[config.mk]
export PLATFORM = sky130hd
export DESIGN_NAME = sdbf_ctrl
export DESIGN_NICKNAME = d
export VERILOG_FILES = /design/src/sdbf_pkg.sv /design/src/sdbf_ctrl.sv
export SDC_FILE = /design/constraint.sdc
export NUM_CORES = 1
export LEC_CHECK = 0
export BUFFER_PORTS_ARGS = -buffer_cell sky130_fd_sc_hd__buf_2
export CORE_AREA = 2 2 39 41
export CTS_BUF_LIST = sky130_fd_sc_hd__clkbuf_4 sky130_fd_sc_hd__clkbuf_8
export CTS_CLUSTER_DIAMETER = 100
export DETAILED_ROUTE_END_ITERATION = 7
export DIE_AREA = 0 0 41 43
export PLACE_DENSITY = 0.54
export SYNTH_ARGS = -nofsm -noshare
export SYNTH_HDL_FRONTEND = slang
export SYNTH_SLANG_ARGS = --single-unit
[constraint.sdc]
create_clock -name clk -period 2.39 [get_ports clk]
set_input_delay 0 -clock clk [delete_from_list [all_inputs] [get_ports clk]]
set_output_delay 0 -clock clk [all_outputs]
set_load 0.005 [all_outputs]
[src/sdbf_pkg.sv]
package sdbf_pkg;

  localparam int TABLE_DEPTH = 64;
  localparam int KEY_BITS    = 32;
  localparam int IDX_W       = $clog2(TABLE_DEPTH);
  localparam int CNT_W       = $clog2(TABLE_DEPTH + 1);
  localparam int ENTRY_W     = KEY_BITS + 128;

  localparam logic [2:0] KIND_UPDATE = 3'd0;
  localparam logic [2:0] KIND_DELETE = 3'd1;
  localparam logic [2:0] KIND_LOOKUP = 3'd2;
  localparam logic [2:0] KIND_NEXT   = 3'd3;
  localparam logic [2:0] KIND_HOLE   = 3'd4;
  localparam logic [2:0] KIND_CLEAR  = 3'd5;

  localparam logic [1:0] ST_OK       = 2'd0;
  localparam logic [1:0] ST_NOTFOUND = 2'd1;
  localparam logic [1:0] ST_FULL     = 2'd2;

  typedef enum logic [2:0] {
    S_IDLE, S_DECIDE, S_SCAN, S_HGAP, S_HEND, S_HSTEP, S_FIN
  } state_t;

  typedef struct packed {
    logic accept;
    logic scan_start;
    logic hole_gap;
    logic hole_end;
    logic hole_next;
    logic finish;
  } cmd_t;

  typedef struct packed {
    logic need_scan;
    logic is_hole;
    logic scan_busy;
    logic best_found;
    logic hole_stop;
    logic out_busy;
  } sts_t;

endpackage

[src/sdbf_ctrl.sv]
module sdbf_ctrl (
  input  logic            clk,
  input  logic            rst,
  input  logic            in_valid,
  output logic            in_ready,
  input  sdbf_pkg::sts_t  sts,
  output sdbf_pkg::cmd_t  cmd
);

  sdbf_pkg::state_t state, state_next;

  always_ff @(posedge clk) begin
    if (rst) begin
      state <= sdbf_pkg::S_IDLE;
    end else begin
      state <= state_next;
    end
  end

  // sequencing of one request
  always_comb begin
    state_next = state;
    cmd        = '0;
    in_ready   = 1'b0;
    unique case (state)
      sdbf_pkg::S_IDLE: begin
        in_ready = 1'b1;
        if (in_valid) begin
          cmd.accept = 1'b1;
          state_next = sdbf_pkg::S_DECIDE;
        end
      end
      sdbf_pkg::S_DECIDE: begin
        if (sts.need_scan) begin
          cmd.scan_start = 1'b1;
          state_next     = sdbf_pkg::S_SCAN;
        end else begin
          state_next = sdbf_pkg::S_FIN;
        end
      end
      sdbf_pkg::S_SCAN: begin
        if (!sts.scan_busy) begin
          if (sts.is_hole && sts.best_found) begin
            state_next = sdbf_pkg::S_HGAP;
          end else begin
            state_next = sdbf_pkg::S_FIN;
          end
        end
      end
      sdbf_pkg::S_HGAP: begin
        cmd.hole_gap = 1'b1;
        state_next   = sdbf_pkg::S_HEND;
      end
      sdbf_pkg::S_HEND: begin
        cmd.hole_end = 1'b1;
        state_next   = sdbf_pkg::S_HSTEP;
      end
      sdbf_pkg::S_HSTEP: begin
        if (sts.hole_stop) begin
          state_next = sdbf_pkg::S_FIN;
        end else begin
          cmd.hole_next  = 1'b1;
          cmd.scan_start = 1'b1;
          state_next     = sdbf_pkg::S_SCAN;
        end
      end
      sdbf_pkg::S_FIN: begin
        if (!sts.out_busy) begin
          cmd.finish = 1'b1;
          state_next = sdbf_pkg::S_IDLE;
        end
      end
      default: state_next = sdbf_pkg::S_IDLE;
    endcase
  end

endmodule

Word-level counts from Yosys, hierarchy flattened:

Index checks and enable logic that the tools add are counted.

* input bits: 9
* register bits: 3
* output and inout port bits: 7
* word-level logic and storage cells: 31

* mux-type cells: 18
* equal/unequal tests: 9
* reductions and logical operators: 3

Operators by type and width (count)
* $pmux W3 S7: 1
* $mux W3: 6
* $mux W1: 10
* $eq A3 B3 Y1 const B: 3
* $eq A3 B2 Y1 const B: 2
* $ne A2 B2 Y1 const B: 3
* $eq A3 B1 Y1 const B: 1
* $logic_not A3 Y1: 1
* $reduce_and A3 Y1: 1
* $pmux W1 S2: 1
* $logic_and A1 B1 Y1: 1

Longest topological paths before layout:

Gate-level depths: netlist of the first run.

* depth after elaboration: 4
* mapped depth: 4
* mapped depth without buffers: 3

Worst setup path before layout of the first run:

No wires, ideal clock.

* kind: register to register
* start point: register state[1]
* end point: register state[2]
* arrival: 1.030 ns
* data required time: 2.262 ns
* path buffers: 1
* stages on the path, launching flop included: 5
* clock period less this slack: 1.158 ns
* setup slack: 1.232 ns
* cells stage by stage: dfxtp_1 -> clkbuf_1 -> or2_2 -> a211oi_1 -> a311oi_1

* longest elaborated chain between the ends: 3
* elaborated cells between the ends (all ways): 12
* those cells by class: 9 x eq/ne; 1 x mux; 2 x reduce/logical

RTL lines
* start, declared: line sdbf_ctrl.sv:10 `sdbf_pkg::state_t state, state_next;`
* start signal, assigned: line sdbf_ctrl.sv:14 `state <= sdbf_pkg::S_IDLE;`
* start signal, assigned: line sdbf_ctrl.sv:16 `state <= state_next;`
* $eq A3 B2 Y1, or another cell as far along: line sdbf_ctrl.sv:25 `unique case (state)`
* $ne A2 B2 Y1 (no line)
* $reduce_and A3 Y1 (no line)

Several ways; a longest one is shown, not always the timed one.
A chain may end at the register's enable or synchronous reset.

==> qor.txt, run 1 <==
effective utilization at floorplan: 19.5%
crit end category: output port
number of storage elements in the synthesis netlist: 3
Pwr Density: 1050 nW/um2
crit path setup slack, layout: 1.06 ns
Min Clock Period, post-route: 1.33 ns
Synth Cell Area: 270 um2
via count normalized by instance count: 4.46
clock insertion delay at the later pin of the skew report: 0.23 ns
number of filler instances in the final layout: 151
total of cells resized after clock tree synthesis: 0
total placed cells including tap cells: 63
max-cap violation count: 0
commonest non-fill, non-tap cell in the layout: buf_2
Starting DRT DRC Count: 0
WL/cell: 8.49 um
Rel. slew slack: 77.9%
DRT antenna net count: 0
final setup violation count: 0
max reg flops: 3
HPWL after DPL: 438 um
final-report hold violation count: 0
Post-Syn Instances: 35
fmax: 0.753 GHz
total negative slack: 0 ns
floorplan die width: 41 um
worst min-delay path class: in2reg
CP Data Arrival Time: 1.33 ns
Site Rows: 14
crit path launch type: register
count of different cell masters after synthesis: 23
sum of buffers and inverters on the critical path: 1
worst supply voltage drop on vdd: 266 uV
worst setup timing slack at the placement stage: 1.08 ns
CTS tree: built
Num Clock Sinks: 3
Largest Register: state
final critical-path share of the clock period: 55.5%
fraction of final layout cells sized beyond drive strength 1: 40.4%
largest registers in the final layout: state: 3 flops
count of TritonRoute iterations in the first routing pass: 1
wire length of the first global-routing pass: 938 um
IO buf count: 15
H-tree levels: 1
total die area: 1760 um2
number of pins exceeding their max-slew limit in the final report: 0
pin count of the biggest net entering global routing: 13
area of the placeable core: 1380 um2
Vias: 303
sequential share of the synthesized area: 22.2%
pin slew with the least headroom to its limit: 0.332 ns
number of buffers created by CTS: 3
Area growth, synth to finish: 43.1%
Max Buffers Root-to-Sink: 2
maximum fanout encountered on the critical timing path: 12
buffer type at the clock tree root: clkbuf_4
placer congestion estimate: 0.696
cell with the largest stage delay on the worst path: dfxtp_1
total wire length: 577 um
vias in the first global route: 255
clk slew on worst S/H paths: 0.04 ns
Antenna Diode Count: 0
WP data required: 2.39 ns
number of nets at the end of the flow: 62
height of the die: 43 um
Hold WS: 0.131 ns
run status: complete, no violations
Worst Setup Path Type: reg2out
setup repair after global routing missed its margin: no
family with the most delay on the worst path: flip-flops
number of non-filler instances in the completed layout: 68
ports placed on the boundary: 16
net count of the mapped netlist: 44
critical path cell sequence: or2b_1 > nor3b_1 > buf_2
static power due to leakage: 0.179 nW
commonest cells after routing, fill and taps aside: buf_2 (15), clkbuf_4 (4), or2b_1 (3), dfxtp_1 (3)
delay of the slowest cell on the worst path: 0.51 ns
total grt overflow: 0
Power Total: 0.408 mW
YS warnings: 0
per-instance average area after synthesis: 7.72 um2
initial antenna violation count: 0
total routing resource utilization after global routing: 7.83%
Layout Skew: 0.00399 ns
DRC: 0
## repair_timing
item                      CTS  global route
setup buffers               0             0
hold buffers                1             0
hold endpoints to repair    2             0
## synth_stat cells
| master | instances | area share (%) |
|---|---|---|
| dfxtp_1 | 3 | 22 |
| clkbuf_1 | 2 | 2.8 |
| or2b_1 | 3 | 8.3 |
| nor3b_1 | 2 | 5.6 |
| mux2i_1 | 1 | 3.7 |
| buf_6 | 1 | 4.2 |
| a211o_1 | 1 | 3.2 |
| nand2_1 | 2 | 2.8 |
| nor3_1 | 1 | 1.9 |
| a311oi_1 | 1 | 3.2 |
| or2_2 | 1 | 2.3 |
| o32a_1 | 1 | 3.7 |
| o21ba_2 | 1 | 3.7 |
| and2b_1 | 1 | 2.8 |
| a211oi_1 | 1 | 2.8 |
| nor2b_1 | 1 | 2.3 |
| nor2_1 | 2 | 2.8 |
| nand2b_1 | 2 | 4.6 |
| a21oi_1 | 2 | 3.7 |
| and2_1 | 2 | 4.6 |
| and3_1 | 1 | 2.3 |
| nand3b_1 | 1 | 2.8 |
| o21ai_0 | 2 | 3.7 |
## worst reg2reg max path, cell delays in order (launching register included)
cell	delay, ns
dfxtp_1	0.49
nand2b_1	0.18
o32a_1	0.32
a311oi_1	0.23
## layer usage
metal | wire, um | vias to the layer above | global-route usage (%)
met4 | 8 | 0 | 6.00
met2 | 238 | 12 | 10.3
met3 | 47 | 2 | 1.57
li1 | - | 159 | -
met1 | 282 | 130 | 10.6
met5 | 0 | - | 0
## power breakdown
part           internal (mW)  switching, mW  leakage (nW)  total (mW)
clock                 0.0739         0.0265        0.0184       0.100
sequential            0.0715         0.0530        0.0248       0.125
combinational          0.115         0.0682         0.135       0.183
total                  0.260          0.148         0.179       0.408
## kinds of logic (layout without fill, tap and decap cells)
group           after synthesis  count (layout)  synth area share (%)
simple gates                 19              19                  43.1
compound gates                9               9                  24.1
flops                         3               3                  22.2
buf+inv                       3              20                  6.95
mux                           1               1                  3.70
## metrics by stage
step	instance area, um2	utilization (%)
floorplan	270	-
global route	387	27.9
CTS	387	27.9
detailed placement	347	25.0
global placement	347	25.0
finish	387	27.9
## final timing paths
path                  from  endpoint  slack, ns  cells past startpoint
setup / recovery  state[2]    cmd[0]       1.06                      3
hold / removal      sts[5]  state[2]       0.13                      3
setup reg to reg  state[0]  state[2]       1.09                      3
hold reg to reg   state[1]  state[1]       0.62                      2
## final cells by class
type	instances	area (um2)	share of cell area, %
clock buffers	4	30.0	7.77
multi-input cells	29	191	49.5
flip-flops and latches	3	60.1	15.5
well taps	16	20.0	5.18
repair buffers	16	85.1	22.0
Power figures use the tool's default switching activity.
==> run 2, diff against run 1 <==
--- a/config.mk
+++ b/config.mk
@@ -11,7 +11,7 @@
 export CTS_CLUSTER_DIAMETER = 100
 export DETAILED_ROUTE_END_ITERATION = 7
 export DIE_AREA = 0 0 41 43
-export PLACE_DENSITY = 0.54
+export PLACE_DENSITY = 0.56
 export SYNTH_ARGS = -nofsm -noshare
 export SYNTH_HDL_FRONTEND = slang
 export SYNTH_SLANG_ARGS = --single-unit
==> constraint.sdc (replaced) <==
create_clock -name clk -period 1.2 [get_ports clk]
set_input_delay 0 -clock clk [delete_from_list [all_inputs] [get_ports clk]]
set_output_delay 0 -clock clk [all_outputs]
set_load 0.005 [all_outputs]
==> qor.txt, run 2 (synthesis results as in run 1) <==
clock insertion delay at the later pin of the skew report: 0.23 ns (about the same)
maximum fanout encountered on the critical timing path: 7 (-5)
crit path launch type: register
vias in the first global route: 289 (+13%)
worst supply voltage drop on vdd: 757 uV (+190%)
effective utilization at floorplan: 19.5% (unchanged)
floorplan die width: 41 um (unchanged)
total die area: 1760 um2 (unchanged)
Layout Skew: 0.000307 ns (-0.00369 ns)
Area growth, synth to finish: 69.9%
DRC: 0 (unchanged)
worst min-delay path class: in2reg
setup repair after global routing missed its margin: yes
Hold WS: 0.139 ns (+0.00824 ns)
number of pins exceeding their max-slew limit in the final report: 0 (unchanged)
CP Data Arrival Time: 1.18 ns (-0.15 ns)
number of buffers created by CTS: 3 (unchanged)
number of non-filler instances in the completed layout: 74 (+8.8%)
relative contribution of the clock network to total power: 20.2% (-4.4 points)
HPWL after DPL: 519 um (+19%)
Largest Register: state
pin slew with the least headroom to its limit: 0.189 ns (-0.143 ns)
clk slew on worst S/H paths: 0.04 ns (about the same)
Max Buffers Root-to-Sink: 2 (unchanged)
Site Rows: 14 (unchanged)
Min Clock Period, post-route: 1.18 ns
fraction of final layout cells sized beyond drive strength 1: 55.2% (+15 points)
number of nets at the end of the flow: 68 (+9.7%)
placer congestion estimate: 0.793 (+14%)
commonest cells after routing, fill and taps aside: buf_2 (15), buf_4 (5), clkbuf_4 (4), or2b_1 (3)
crit path setup slack, layout: 0.0233 ns (-1.04 ns)
DRT antenna net count: 0 (unchanged)
worst setup timing slack at the placement stage: -0.0275 ns (-1.11 ns)
Num Clock Sinks: 3 (unchanged)
WP data required: 1.20 ns (-1.19 ns)
Switching Share: 34.4% (-1.8 points)
IO buf count: 15 (unchanged)
height of the die: 43 um (unchanged)
P_sw: 0.343 mW (+130%)
area of the placeable core: 1380 um2 (unchanged)
count of TritonRoute iterations in the first routing pass: 1 (unchanged)
via count normalized by instance count: 4.34 (-2.6%)
pin count of the biggest net entering global routing: 12 (-1)
commonest non-fill, non-tap cell in the layout: buf_2
total grt overflow: 0 (unchanged)
final-report hold violation count: 0 (unchanged)
H-tree levels: 1 (unchanged)
Pwr Density: 2170 nW/um2 (+110%)
Starting DRT DRC Count: 0 (unchanged)
CTS tree: built
crit end category: output port
total wire length: 683 um (+18%)
final setup violation count: 0 (unchanged)
fmax: 0.850 GHz
Vias: 321 (+5.9%)
Rel. slew slack: 87.4% (+9.5 points)
register share of total power: 23.3% (-7.2 points)
max reg flops: 3 (unchanged)
static power due to leakage: 0.214 nW (+20%)
max-cap violation count: 0 (unchanged)
internal cell power: 0.654 mW (+150%)
total routing resource utilization after global routing: 8.73% (+0.89 points)
initial antenna violation count: 0 (unchanged)
final critical-path share of the clock period: 98.1%
run status: complete, no violations
total negative slack: 0 ns (unchanged)
ports placed on the boundary: 16 (unchanged)
Combinational Power Share: 56.5% (+12 points)
Antenna Diode Count: 0 (unchanged)
wire length of the first global-routing pass: 1.00 mm (+6.6%)
largest registers in the final layout: state: 3 flops
WL/cell: 9.23 um (+8.8%)
total placed cells including tap cells: 68 (+7.9%)
buffer type at the clock tree root: clkbuf_4
Worst Setup Path Type: reg2out
==> run 2: stage by stage <==
stage	total power [mW]	utilization, %	cell area, um2
after floorplan	0.529	-	270
after global placement	0.718	27.8	384
after detailed placement	0.714	27.8	384
after CTS	0.948	31.0	429
after global routing	1.10	33.2	459
final	0.997	33.2	459
==> run 2: what timing repair did <==
item,4_1_cts,5_1_grt
setup endpoints to repair,6,6
cloned,0,0
buffers inserted,0,1
gates resized for setup,3,6
hold buffers,1,0
hold endpoints to repair,2,0
pin swaps,0,4
==> run 2: final cells by class <==
| class | instances | area (um2) |
|---|---|---|
| Timing Repair Buffer | 22 | 134 |
| Clock buffer | 4 | 30.0 |
| Fill cell | 160 | 925 |
| Multi-Input combinational cell | 29 | 208 |
| Sequential cell | 3 | 67.6 |
| Tap cell | 16 | 20.0 |
==> run 2: path summary, 6_finish.rpt <==
check                                 to  cells after the start  slack (ns)      from
worst max-delay path              cmd[3]                      4        0.02  state[2]
worst min-delay path            state[2]                      3        0.14    sts[5]
worst max register to register  state[2]                      3        0.07  state[2]
worst min register to register  state[1]                      2        0.55  state[1]
==> run 2: power groups by stage <==
stage	clock network, mW	logic, mW	registers, mW
2_1_floorplan	0	0.365	0.164
3_3_place_gp	0	0.503	0.215
3_5_place_dp	0	0.501	0.213
4_1_cts	0.216	0.506	0.226
5_1_grt	0.228	0.624	0.244
6_report	0.201	0.563	0.233
==> run 2: layer usage <==
layer	global-route usage, %	vias up	wire [um]
met4	2.00	0	0
met3	6.28	0	38
met5	0	-	0
met2	13.1	10	348
li1	-	170	-
met1	9.62	141	297
==> run 2: critical path, cell delays in order (launching register included) <==
cell     delay (ns)
dfxtp_4        0.37
buf_4          0.13
and2b_1        0.18
and2_1         0.15
buf_2          0.12
==> run 3, diff against run 2 <==
--- a/config.mk
+++ b/config.mk
@@ -11,7 +11,7 @@
 export CTS_CLUSTER_DIAMETER = 100
 export DETAILED_ROUTE_END_ITERATION = 7
 export DIE_AREA = 0 0 41 43
-export PLACE_DENSITY = 0.56
+export PLACE_DENSITY = 0.54
 export SYNTH_ARGS = -nofsm -noshare
 export SYNTH_HDL_FRONTEND = slang
 export SYNTH_SLANG_ARGS = --single-unit
==> constraint.sdc (replaced) <==
create_clock -name clk -period 1.52 [get_ports clk]
set_input_delay 0 -clock clk [delete_from_list [all_inputs] [get_ports clk]]
set_output_delay 0 -clock clk [all_outputs]
set_load 0.005 [all_outputs]
==> qor.txt, run 3 (synthesis results as in run 1) <==
final critical-path share of the clock period: 88.4%
final-report hold violation count: 0 (unchanged)
count of TritonRoute iterations in the first routing pass: 1 (unchanged)
critical register-to-register path startpoint: state[1]
area of the placeable core: 1380 um2 (unchanged)
Worst Setup Path Type: reg2out
via count normalized by instance count: 4.26 (-1.8%)
total die area: 1760 um2 (unchanged)
WP data required: 1.52 ns (+0.32 ns)
Layout Skew: 0.000875 ns (+0.000568 ns)
setup repair after global routing missed its margin: no
total grt overflow: 0 (unchanged)
Switching Share: 36.1% (+1.7 points)
fraction of final layout cells sized beyond drive strength 1: 41.5% (-14 points)
met1 GRT Util: 14.1% (+4.5 points)
Antenna Diode Count: 0 (unchanged)
buffer type at the clock tree root: clkbuf_4
initial antenna violation count: 0 (unchanged)
wire length of the first global-routing pass: 1.08 mm (+8.3%)
Hold WS: 0.140 ns (+0.000390 ns)
placer congestion estimate: 0.698 (-12%)
Rel. slew slack: 76.5% (-11 points)
run status: complete, no violations
pin count of the biggest net entering global routing: 13 (+1)
total routing resource utilization after global routing: 9.04% (+0.31 points)
endpoint of the worst register-to-register path: state[2]
worst supply voltage drop on vdd: 509 uV (-33%)
grt met2 use: 10.6% (-2.5 points)
floorplan die width: 41 um (unchanged)
Site Rows: 14 (unchanged)
largest registers in the final layout: state: 3 flops
reg2reg setup slack: 0.24 ns (+0.17 ns)
height of the die: 43 um (unchanged)
clock insertion delay at the later pin of the skew report: 0.23 ns (about the same)
Min Clock Period, post-route: 1.34 ns
commonest non-fill, non-tap cell in the layout: buf_2
CTS tree: built
total placed cells including tap cells: 64 (-5.9%)
pin slew with the least headroom to its limit: 0.353 ns (+0.164 ns)
worst min-delay path class: in2reg
maximum fanout encountered on the critical timing path: 12 (+5)
Area growth, synth to finish: 45.8%
Starting DRT DRC Count: 0 (unchanged)
Combinational Power Share: 49.7% (-6.8 points)
register share of total power: 26.6% (+3.3 points)
vias in the first global route: 252 (-13%)
clk slew on worst S/H paths: 0.04 ns (about the same)
fmax: 0.744 GHz
Largest Register: state
hold endpoint: state[2]
Num Clock Sinks: 3 (unchanged)
relative contribution of the clock network to total power: 23.7% (+3.5 points)
Hold Crit Depth: 3 (unchanged)
Vias: 294 (-8.4%)
met3 usage in global routing: 4.71% (-1.6 points)
cell with the largest stage delay on the worst path: dfxtp_1
number of pins exceeding their max-slew limit in the final report: 0 (unchanged)
max reg flops: 3 (unchanged)
number of non-filler instances in the completed layout: 69 (-6.8%)
IO buf count: 15 (unchanged)
DRT antenna net count: 0 (unchanged)
max-cap violation count: 0 (unchanged)
commonest cells after routing, fill and taps aside: buf_2 (15), clkbuf_4 (4), or2b_1 (3), dfxtp_1 (3)
internal cell power: 0.422 mW (-35%)
ports placed on the boundary: 16 (unchanged)
crit end category: output port
number of nets at the end of the flow: 63 (-7.4%)
Power Total: 0.661 mW (-34%)
critical path cell sequence: or2b_1 > nor3b_1 > buf_2
CP Data Arrival Time: 1.34 ns (+0.16 ns)
post-layout util: 28.5% (-4.7 points)
layer carrying the most global-route usage: met1
effective utilization at floorplan: 19.5% (unchanged)
DRC: 0 (unchanged)
final setup violation count: 0 (unchanged)
worst r2r path cells: 3 (unchanged)
delay of the slowest cell on the worst path: 0.52 ns (+0.15 ns)
total wire length: 646 um (-5.4%)
static power due to leakage: 0.184 nW (-14%)
Pwr Density: 1680 nW/um2 (-23%)
number of buffers created by CTS: 3 (unchanged)
total negative slack: 0 ns (unchanged)
P_sw: 0.239 mW (-30%)
Max Buffers Root-to-Sink: 2 (unchanged)
H-tree levels: 1 (unchanged)
crit path launch type: register
hold wc startpoint: sts[5]
WL/cell: 9.36 um (+1.4%)
-- run 3: cell type report --
| cell class | count | area (um2) |
|---|---|---|
| Fill cell | 164 | 990 |
| Clock buffer | 4 | 30.0 |
| Sequential cell | 3 | 60.1 |
| Timing Repair Buffer | 17 | 92.6 |
| Tap cell | 16 | 20.0 |
| Multi-Input combinational cell | 29 | 191 |
-- run 3: critical path: cells and delay by family, from the launching register on --
family / cells / cell delay [ns]
and+or+nand+nor: 2 / 0.46
DFF: 1 / 0.52
buffers and inverters: 1 / 0.13
-- run 3: worst max-delay path by stage --
stage,depth (start not counted),slack (ns),startpoint,end
after floorplan,4,0.36,state[1],state[2]
after global placement,3,0.27,state[2],state[2]
after detailed placement,3,0.24,state[1],state[2]
after CTS,3,0.16,state[2],cmd[0]
after global routing,3,0.04,state[2],cmd[0]
final,3,0.18,state[2],cmd[0]
-- run 3: through the flow --
stage	worst slack [ns]	cell area, um2
3_3_place_gp	0.267	354
3_5_place_dp	0.242	354
5_1_grt	0.0441	394
6_report	0.176	394
2_1_floorplan	0.362	270
4_1_cts	0.164	394
-- run 3: per-layer routing --
metal  routed length (um)  vias up
met4                    0        0
met1                  361      123
met5                    0        -
li1                     -      161
met2                  250       10
met3                   35        0
-- run 3: power groups by stage --
stage	logic, mW	registers (mW)	clock network [mW]
final	0.329	0.176	0.157
after global routing	0.376	0.188	0.183
after CTS	0.332	0.175	0.165
after detailed placement	0.329	0.176	0
after global placement	0.332	0.173	0
after floorplan	0.288	0.129	0
-- run 3: what timing repair did --
item	in CTS	in global routing
hold endpoints to repair	2	0
hold buffers	1	0
setup buffers	0	0
gates resized for setup	0	0
